`src/hdl/euclidean_ball_relation_top_assert.svh`:
```
// assertion macros for the euclidean ball relation block
`ifndef EUCLIDEAN_BALL_RELATION_TOP_ASSERT_SVH
`define EUCLIDEAN_BALL_RELATION_TOP_ASSERT_SVH

// same-cycle implication, checked out of reset
`define EBR_ASSERT_NOW(label, ante, cons) \
    label: assert property (@(posedge aclk) disable iff (!aresetn) (ante) |-> (cons)) \
        else $error("ebr assertion failed");

// next-cycle implication, checked out of reset
`define EBR_ASSERT_NEXT(label, ante, cons) \
    label: assert property (@(posedge aclk) disable iff (!aresetn) (ante) |=> (cons)) \
        else $error("ebr assertion failed");

`endif

```
`src/hdl/ebr_pkg.sv`:
```
// types and constants shared by the euclidean ball relation modules
package ebr_pkg;

    parameter int VALUE_W    = 16;
    parameter int RADIUS_W   = 24;
    parameter int DIST_W     = 20;
    parameter int MAG_W      = 16;
    parameter int SQ_W       = 32;
    parameter int SUM_W      = 41;
    parameter int BOTH_W     = RADIUS_W + 1;
    parameter int ROOT_STEPS = 21;
    parameter int CNT_W      = 5;

    typedef logic [SUM_W-1:0] sum_t;
    typedef logic [CNT_W-1:0] cnt_t;

    // largest square of one element difference
    parameter sum_t ELEM_SQ_MAX = sum_t'(64'hFFFE_0001);
    // first trial bit of the floor root
    parameter sum_t ROOT_BIT_INIT = sum_t'(1) << (SUM_W - 1);
    parameter cnt_t LAST_STEP = cnt_t'(ROOT_STEPS - 1);

    // controller states, one-hot
    typedef enum logic [2:0] {
        ST_ACCUM  = 3'b001,
        ST_ROOT   = 3'b010,
        ST_FINISH = 3'b100
    } state_t;

    // controller to datapath
    typedef struct packed {
        logic load_root;
        logic step_root;
        logic load_out;
    } cmd_t;

    // datapath to controller
    typedef struct packed {
        logic last_pending;
        logic out_free;
    } status_t;

endpackage

```
`src/hdl/ebr_ctrl.sv`:
```
// controller: accumulate, iterate floor root, hand off result
module ebr_ctrl (
    input  logic            aclk,
    input  logic            aresetn,
    input  ebr_pkg::status_t st,
    output ebr_pkg::cmd_t    cmd,
    output logic            s_ready
);

    ebr_pkg::state_t state_reg, state_next;
    ebr_pkg::cnt_t   cnt_reg, cnt_next;

    // next state and commands
    always_comb begin
        state_next    = state_reg;
        cnt_next      = cnt_reg;
        cmd.load_root = 1'b0;
        cmd.step_root = 1'b0;
        cmd.load_out  = 1'b0;
        unique case (state_reg)
            ebr_pkg::ST_ACCUM: begin
                if (st.last_pending) begin
                    cmd.load_root = 1'b1;
                    cnt_next      = '0;
                    state_next    = ebr_pkg::ST_ROOT;
                end
            end
            ebr_pkg::ST_ROOT: begin
                cmd.step_root = 1'b1;
                cnt_next      = cnt_reg + 1'b1;
                if (cnt_reg == ebr_pkg::LAST_STEP) begin
                    state_next = ebr_pkg::ST_FINISH;
                end
            end
            ebr_pkg::ST_FINISH: begin
                if (st.out_free) begin
                    cmd.load_out = 1'b1;
                    state_next   = ebr_pkg::ST_ACCUM;
                end
            end
            default: begin
                state_next = ebr_pkg::ST_ACCUM;
            end
        endcase
    end

    // input is taken only while accumulating and no last pair is in flight
    assign s_ready = (state_reg == ebr_pkg::ST_ACCUM) && !st.last_pending;

    always_ff @(posedge aclk) begin
        if (!aresetn) begin
            state_reg <= ebr_pkg::ST_ACCUM;
            cnt_reg   <= '0;
        end else begin
            state_reg <= state_next;
            cnt_reg   <= cnt_next;
        end
    end

endmodule

```
`src/hdl/ebr_datapath.sv`:
```
// datapath: squared differences, saturating sum, floor root, result register
module ebr_datapath #(
    parameter int MAX_ELEMENTS = 256
) (
    input  logic                            aclk,
    input  logic                            aresetn,
    input  ebr_pkg::cmd_t                   cmd,
    output ebr_pkg::status_t                st,
    input  logic                            s_valid,
    input  logic                            s_ready,
    input  logic signed [ebr_pkg::VALUE_W-1:0]  s_value_a,
    input  logic signed [ebr_pkg::VALUE_W-1:0]  s_value_b,
    input  logic                            s_present_a,
    input  logic                            s_present_b,
    input  logic [ebr_pkg::RADIUS_W-1:0]    s_radius_a,
    input  logic [ebr_pkg::RADIUS_W-1:0]    s_radius_b,
    input  logic                            s_last_pair,
    output logic                            m_valid,
    input  logic                            m_ready,
    output logic [ebr_pkg::DIST_W-1:0]      m_center_dist,
    output logic [ebr_pkg::DIST_W-1:0]      m_outer_gap,
    output logic                            m_balls_overlap,
    output logic                            m_a_contains_b,
    output logic                            m_b_contains_a,
    output logic                            m_vectors_equal
);

    localparam ebr_pkg::sum_t SumCap =
        ebr_pkg::sum_t'(MAX_ELEMENTS) * ebr_pkg::ELEM_SQ_MAX;

    logic accept_in;

    // first stage: difference, magnitude, square
    logic signed [ebr_pkg::VALUE_W-1:0] a_val, b_val;
    logic signed [ebr_pkg::VALUE_W:0]   diff;
    logic [ebr_pkg::VALUE_W:0]          diff_neg;
    logic [ebr_pkg::MAG_W-1:0]          mag;
    logic                               mismatch;

    logic                               s1_valid_reg;
    logic [ebr_pkg::SQ_W-1:0]           s1_sq_reg;
    logic                               s1_mismatch_reg;
    logic                               s1_last_reg;
    logic [ebr_pkg::RADIUS_W-1:0]       s1_ra_reg, s1_rb_reg;

    // accumulation state
    ebr_pkg::sum_t                      square_sum_reg;
    logic                               still_equal_reg;
    logic [ebr_pkg::SUM_W:0]            acc_wide;
    ebr_pkg::sum_t                      sum_sat;
    logic                               eq_now;

    // root state
    ebr_pkg::sum_t                      root_work_reg;
    ebr_pkg::sum_t                      result_reg;
    ebr_pkg::sum_t                      bit_reg;
    logic [ebr_pkg::SUM_W:0]            trial;
    logic                               take;
    logic                               eq_hold_reg;
    logic [ebr_pkg::RADIUS_W-1:0]       ra_hold_reg, rb_hold_reg;

    // final compares
    logic [ebr_pkg::DIST_W-1:0]         center_dist;
    logic [ebr_pkg::BOTH_W-1:0]         dist_ext, both, dist_plus_a, dist_plus_b, gap_wide;

    logic                               m_valid_reg;

    assign accept_in = s_valid && s_ready;

    always_comb begin
        a_val    = s_present_a ? s_value_a : '0;
        b_val    = s_present_b ? s_value_b : '0;
        diff     = {a_val[ebr_pkg::VALUE_W-1], a_val} - {b_val[ebr_pkg::VALUE_W-1], b_val};
        diff_neg = -diff;
        mag      = diff[ebr_pkg::VALUE_W] ? diff_neg[ebr_pkg::MAG_W-1:0]
                                          : diff[ebr_pkg::MAG_W-1:0];
        mismatch = (s_present_a != s_present_b)
                || (s_present_a && s_present_b && (s_value_a != s_value_b));
    end

    // saturating accumulate of the registered square
    always_comb begin
        acc_wide = {1'b0, square_sum_reg}
                 + {{(ebr_pkg::SUM_W + 1 - ebr_pkg::SQ_W){1'b0}}, s1_sq_reg};
        sum_sat  = (acc_wide > {1'b0, SumCap}) ? SumCap : acc_wide[ebr_pkg::SUM_W-1:0];
        eq_now   = still_equal_reg && !s1_mismatch_reg;
    end

    // one root iteration
    always_comb begin
        trial = {1'b0, result_reg} + {1'b0, bit_reg};
        take  = {1'b0, root_work_reg} >= trial;
    end

    // clamp the root and form the ball relations
    always_comb begin
        center_dist = (|result_reg[ebr_pkg::SUM_W-1:ebr_pkg::DIST_W]) ? '1
                                                 : result_reg[ebr_pkg::DIST_W-1:0];
        dist_ext    = ebr_pkg::BOTH_W'(center_dist);
        both        = ebr_pkg::BOTH_W'(ra_hold_reg) + ebr_pkg::BOTH_W'(rb_hold_reg);
        dist_plus_a = dist_ext + ebr_pkg::BOTH_W'(ra_hold_reg);
        dist_plus_b = dist_ext + ebr_pkg::BOTH_W'(rb_hold_reg);
        gap_wide    = dist_ext - both;
    end

    assign st.last_pending = s1_valid_reg && s1_last_reg;
    assign st.out_free     = !m_valid_reg || m_ready;

    // control registers
    always_ff @(posedge aclk) begin
        if (!aresetn) begin
            s1_valid_reg    <= 1'b0;
            square_sum_reg  <= '0;
            still_equal_reg <= 1'b1;
            root_work_reg   <= '0;
            m_valid_reg     <= 1'b0;
        end else begin
            s1_valid_reg <= accept_in;
            if (cmd.load_root) begin
                square_sum_reg  <= '0;
                still_equal_reg <= 1'b1;
                root_work_reg   <= sum_sat;
            end else if (s1_valid_reg) begin
                square_sum_reg  <= sum_sat;
                still_equal_reg <= eq_now;
            end
            if (cmd.step_root && take) begin
                root_work_reg <= root_work_reg - trial[ebr_pkg::SUM_W-1:0];
            end else if (cmd.load_out) begin
                root_work_reg <= '0;
            end
            if (cmd.load_out) begin
                m_valid_reg <= 1'b1;
            end else if (m_ready) begin
                m_valid_reg <= 1'b0;
            end
        end
    end

    // payload registers
    always_ff @(posedge aclk) begin
        if (accept_in) begin
            s1_sq_reg       <= mag * mag;
            s1_mismatch_reg <= mismatch;
            s1_last_reg     <= s_last_pair;
            s1_ra_reg       <= s_radius_a;
            s1_rb_reg       <= s_radius_b;
        end
        if (cmd.load_root) begin
            result_reg  <= '0;
            bit_reg     <= ebr_pkg::ROOT_BIT_INIT;
            eq_hold_reg <= eq_now;
            ra_hold_reg <= s1_ra_reg;
            rb_hold_reg <= s1_rb_reg;
        end else if (cmd.step_root) begin
            result_reg <= take ? ((result_reg >> 1) + bit_reg) : (result_reg >> 1);
            bit_reg    <= bit_reg >> 2;
        end
        if (cmd.load_out) begin
            m_center_dist   <= center_dist;
            m_outer_gap     <= (dist_ext > both) ? gap_wide[ebr_pkg::DIST_W-1:0] : '0;
            m_balls_overlap <= dist_ext < both;
            m_a_contains_b  <= dist_plus_b < ebr_pkg::BOTH_W'(ra_hold_reg);
            m_b_contains_a  <= dist_plus_a < ebr_pkg::BOTH_W'(rb_hold_reg);
            m_vectors_equal <= eq_hold_reg;
        end
    end

    assign m_valid = m_valid_reg;

endmodule

```
`src/hdl/euclidean_ball_relation_top.sv`:
```
// top level of the euclidean ball relation block
// element pairs are taken one per cycle while the distance sum is built
// after the last pair: its square is registered, the sum is closed into the
// root register, 21 root iterations follow (one result bit per cycle), and the
// compares are registered once the output is free; no new pair is taken meanwhile
// synchronous active-low reset clears the sum, sets the match flag, idles
module euclidean_ball_relation_top #(
    parameter int MAX_ELEMENTS = 256
) (
    input  logic                            aclk,
    input  logic                            aresetn,
    input  logic                            s_valid,
    output logic                            s_ready,
    input  logic signed [ebr_pkg::VALUE_W-1:0]  s_value_a,
    input  logic signed [ebr_pkg::VALUE_W-1:0]  s_value_b,
    input  logic                            s_present_a,
    input  logic                            s_present_b,
    input  logic [ebr_pkg::RADIUS_W-1:0]    s_radius_a,
    input  logic [ebr_pkg::RADIUS_W-1:0]    s_radius_b,
    input  logic                            s_last_pair,
    output logic                            m_valid,
    input  logic                            m_ready,
    output logic [ebr_pkg::DIST_W-1:0]      m_center_dist,
    output logic [ebr_pkg::DIST_W-1:0]      m_outer_gap,
    output logic                            m_balls_overlap,
    output logic                            m_a_contains_b,
    output logic                            m_b_contains_a,
    output logic                            m_vectors_equal
);

    ebr_pkg::cmd_t    cmd;
    ebr_pkg::status_t st;

    // sequencer
    ebr_ctrl u_ctrl (
        .aclk    (aclk),
        .aresetn (aresetn),
        .st      (st),
        .cmd     (cmd),
        .s_ready (s_ready)
    );

    // arithmetic and result register
    ebr_datapath #(
        .MAX_ELEMENTS (MAX_ELEMENTS)
    ) u_datapath (
        .aclk            (aclk),
        .aresetn         (aresetn),
        .cmd             (cmd),
        .st              (st),
        .s_valid         (s_valid),
        .s_ready         (s_ready),
        .s_value_a       (s_value_a),
        .s_value_b       (s_value_b),
        .s_present_a     (s_present_a),
        .s_present_b     (s_present_b),
        .s_radius_a      (s_radius_a),
        .s_radius_b      (s_radius_b),
        .s_last_pair     (s_last_pair),
        .m_valid         (m_valid),
        .m_ready         (m_ready),
        .m_center_dist   (m_center_dist),
        .m_outer_gap     (m_outer_gap),
        .m_balls_overlap (m_balls_overlap),
        .m_a_contains_b  (m_a_contains_b),
        .m_b_contains_a  (m_b_contains_a),
        .m_vectors_equal (m_vectors_equal)
    );

    // checks
`include "euclidean_ball_relation_top_assert.svh"

    `EBR_ASSERT_NOW(a_no_input_in_root, cmd.step_root, !s_ready)
    `EBR_ASSERT_NOW(a_load_out_free, cmd.load_out, st.out_free)
    `EBR_ASSERT_NEXT(a_last_stalls_input, s_valid && s_ready && s_last_pair, !s_ready)
    `EBR_ASSERT_NEXT(a_out_drains, m_valid && m_ready && !cmd.load_out, !m_valid)

endmodule

```
`config.mk`:
```
export PLATFORM = sky130hd
export DESIGN_NAME = euclidean_ball_relation_top
export DESIGN_NICKNAME = d
export VERILOG_FILES = /design/src/hdl/ebr_pkg.sv /design/src/hdl/ebr_ctrl.sv /design/src/hdl/ebr_datapath.sv /design/src/hdl/euclidean_ball_relation_top.sv
export VERILOG_INCLUDE_DIRS = /design/src /design/src/hdl
export SDC_FILE = /design/constraint.sdc
export NUM_CORES = 2
export LEC_CHECK = 0
export BUFFER_PORTS_ARGS = -buffer_cell sky130_fd_sc_hd__clkbuf_2
export CORE_MARGIN = 4
export CORE_UTILIZATION = 31
export DETAILED_ROUTE_END_ITERATION = 8
export MAX_ROUTING_LAYER = met4
export PLACE_DENSITY_LB_ADDON = 0.3
export SLEW_MARGIN = 15
export SYNTH_ARGS = -nofsm -noshare
export SYNTH_HDL_FRONTEND = slang
export SYNTH_SLANG_ARGS = --single-unit
export TNS_END_PERCENT = 1
```
`constraint.sdc`:
```
create_clock -name aclk -period 8 [get_ports aclk]
set_input_delay 0 -clock aclk [delete_from_list [all_inputs] [get_ports aclk]]
set_output_delay 0 -clock aclk [all_outputs]
set_load 0.01 [all_outputs]
```
==> results.json <==
{
  "stdcell_area_um2": 37800,
  "max_stage_delay_ps": 580,
  "syn_to_final_growth_pct": 19.71,
  "rows": 116,
  "avgSynthCellArea_um2": 8.889,
  "clk_latency_ps": 580,
  "die_h_um": 327.2,
  "first_pass_iters": 5,
  "synth_cell_types": 86,
  "hold_viol": 0,
  "fin_skew_ps": 34.14,
  "worst-path-max-fanout": 6,
  "min_path_type": "in -> reg",
  "async_flop_share_pct": 0,
  "period_share_pct": 99.36,
  "start_util_pct": 31.39,
  "post-synth-top-count-cell": "ha_1",
  "worst-path-buf-inv": 10,
  "synth_warnings": 0,
  "drtIter0Drc": 1459,
  "outcome": "complete, no violations",
  "core_um2": 100600,
  "ios": 133,
  "grt_max_degree": 72,
  "synth_ff_type": "edfxtp_1",
  "finalMaxSlewViolations": 0,
  "fin_cells": 5296,
  "grt_usage_pct": 16.43,
  "final_nets": 4526,
  "yosysSeqAreaShare_pct": 26.38,
  "cts_tree": "done",
  "num-fill-cells": 10200,
  "io_buffers": 132,
  "dp_cells": 5156,
  "synth.top_cells.by_count": "ha_1 (362), inv_1 (359), nor2_1 (277)",
  "cp-start-kind": "primary input",
  "worst_path_dominant_cell_family": "adder cells",
  "critPathKind": "in -> reg",
  "cpMaxStageDelayCell": "fa_1",
  "rsz0062_at_grt": "true",
  "end_kind": "flop",
  "ys_seq_elements": 329,
  "vias_per_cell": 5.022,
  "maxSlewHeadroom_pct": 25.77,
  "yosys.area.top_type": "edfxtp_1",
  "fmax_mhz": 125.8,
  "dpl-instance-area_um2": 35470,
  "final_antenna_net_count": 0,
  "remaining_drc_errors": 0,
  "syn-cell-area_um2": 31580,
  "worstMarginPinSlew_ps": 1112,
  "setup_tns_ps": 0,
  "syn-num-nets": 4171,
  "dpl.hpwl_mm": 68.45,
  "routedWlPerCell_um": 16.48,
  "cp.arrival_ps": 8260,
  "grt_pass1_wl_mm": 140.2,
  "overflow": 0,
  "cp_common_cell": "fa_1",
  "cts.sinks": 329,
  "die_w_um": 327.2,
  "h-tree-depth": 2,
  "antenna_cells": 0,
  "cts_buffers": 40,
  "clkTransAtPathRegs_ps": 60,
  "clockRootBuffer": "clkbuf_16",
  "vias": 26600,
  "drive_above_1_share_pct": 14.65,
  "die_area_um2": 107000,
  "synth_top_area_share_pct": 16.55,
  "wl_mm": 87.30,
  "antenna_found_initial": 0,
  "critPathRequiredTime_ps": 8310,
  "globalplace.congestion": 0.8874,
  "cts_buffer_depth": 3,
  "timing.hold.ws_ps": 68.26,
  "period_minus_slack_ps": 7949,
  "finalSetupViolations": 0,
  "synth_edf_count": 174,
  "grt_pass1_vias": 26440,
  "synthCells": 3552,
  "synthTopCellsByArea": "edfxtp_1 (17%), ha_1 (14%), fa_1 (11%)",
  "drv_cap": 0
}
## path summary, 6_finish.rpt
path                                           startpoint                    endpoint  slack [ps]  cells past startpoint
worst max-delay path                          s_present_a    u_datapath.s1_sq_reg[31]          50                     40
worst min-delay path                              m_ready          u_datapath.m_valid          70                      3
worst max register to register  u_datapath.result_reg[21]   u_datapath.m_a_contains_b        1390                     24
worst min register to register   u_datapath.s1_ra_reg[11]  u_datapath.ra_hold_reg[11]         390                      0
## layout make-up
type,instances,area (um^2),share of cell area [%]
Multi-Input combinational cell,2735,21770,57.60
Sequential cell,329,8328,22.03
Timing Repair Buffer,437,3123,8.262
Tap cell,1357,1698,4.492
Inverter,364,1370,3.625
Clock buffer,48,1094,2.893
Clock inverter,26,415.4,1.099
## kinds of logic (layout without fill, tap and decap cells)
| kind of cell | after synthesis | in the layout | share of synthesized area [%] |
|---|---|---|---|
| DFF | 329 | 329 | 26.38 |
| xor gates and xnor gates | 292 | 292 | 8.143 |
| and+or+nand+nor | 978 | 978 | 14.86 |
| adders and majority gates | 532 | 532 | 25.12 |
| buffers and inverters | 488 | 875 | 5.916 |
| AOI/OAI and AO/OA | 919 | 919 | 19.13 |
| muxes | 14 | 14 | 0.4478 |
## stage by stage
step / setup WS (ps) / util (%)
2_1_floorplan: -21.25 / -
3_3_place_gp: -576.4 / 35.27
3_5_place_dp: -688.2 / 35.27
4_1_cts: 40.17 / 37.31
5_1_grt: -358.8 / 37.58
6_report: 51.26 / 37.58
## routing by layer
layer	share of wire (%)	vias up	GRT usage [%]
met3	3.8	137	1.846
met1	46	12660	21.21
met5	0	-	-
met4	3.0	0	4.773
met2	47	510	27.28
li1	-	13300	-
## timing repair
item | CTS | global route
buffers inserted | 0 | 13
endpoints found under the hold margin | 62 | 0
endpoints found under the setup margin | 2 | 11
hold buffers | 53 | 0
pin swaps | 0 | 51
resized for setup | 2 | 48
## tightest hold or removal path: stages
cell and delay (ps):
clkbuf_2 70, nand2b_1 340, a21oi_1 160
## cells in the final DEF (no fill, tap or decap), drive strengths merged, types with 13 or more instances in the layout
cell type    count
nand2          268
o21bai          28
clkinv          18
edfxtp         174
nand3           72
nand4           40
a31oi           48
o21ai          180
nor3            60
inv            361
a21o           110
o22ai           15
ha             362
nor2           278
o21a            51
dlygate4sd3     53
nor4            26
o31ai           17
a32o            19
fa             170
and2            37
o211ai          14
or2             18
mux2i           13
or3             20
nor2b           32
buf            255
a211oi          38
a21oi          253
clkbuf         177
xor2           132
dfxtp          155
and3            29
xnor2          159
nand2b          54
Power is not shown: default switching activity piles up to over one toggle a cycle in this logic, so the estimate is an artifact.
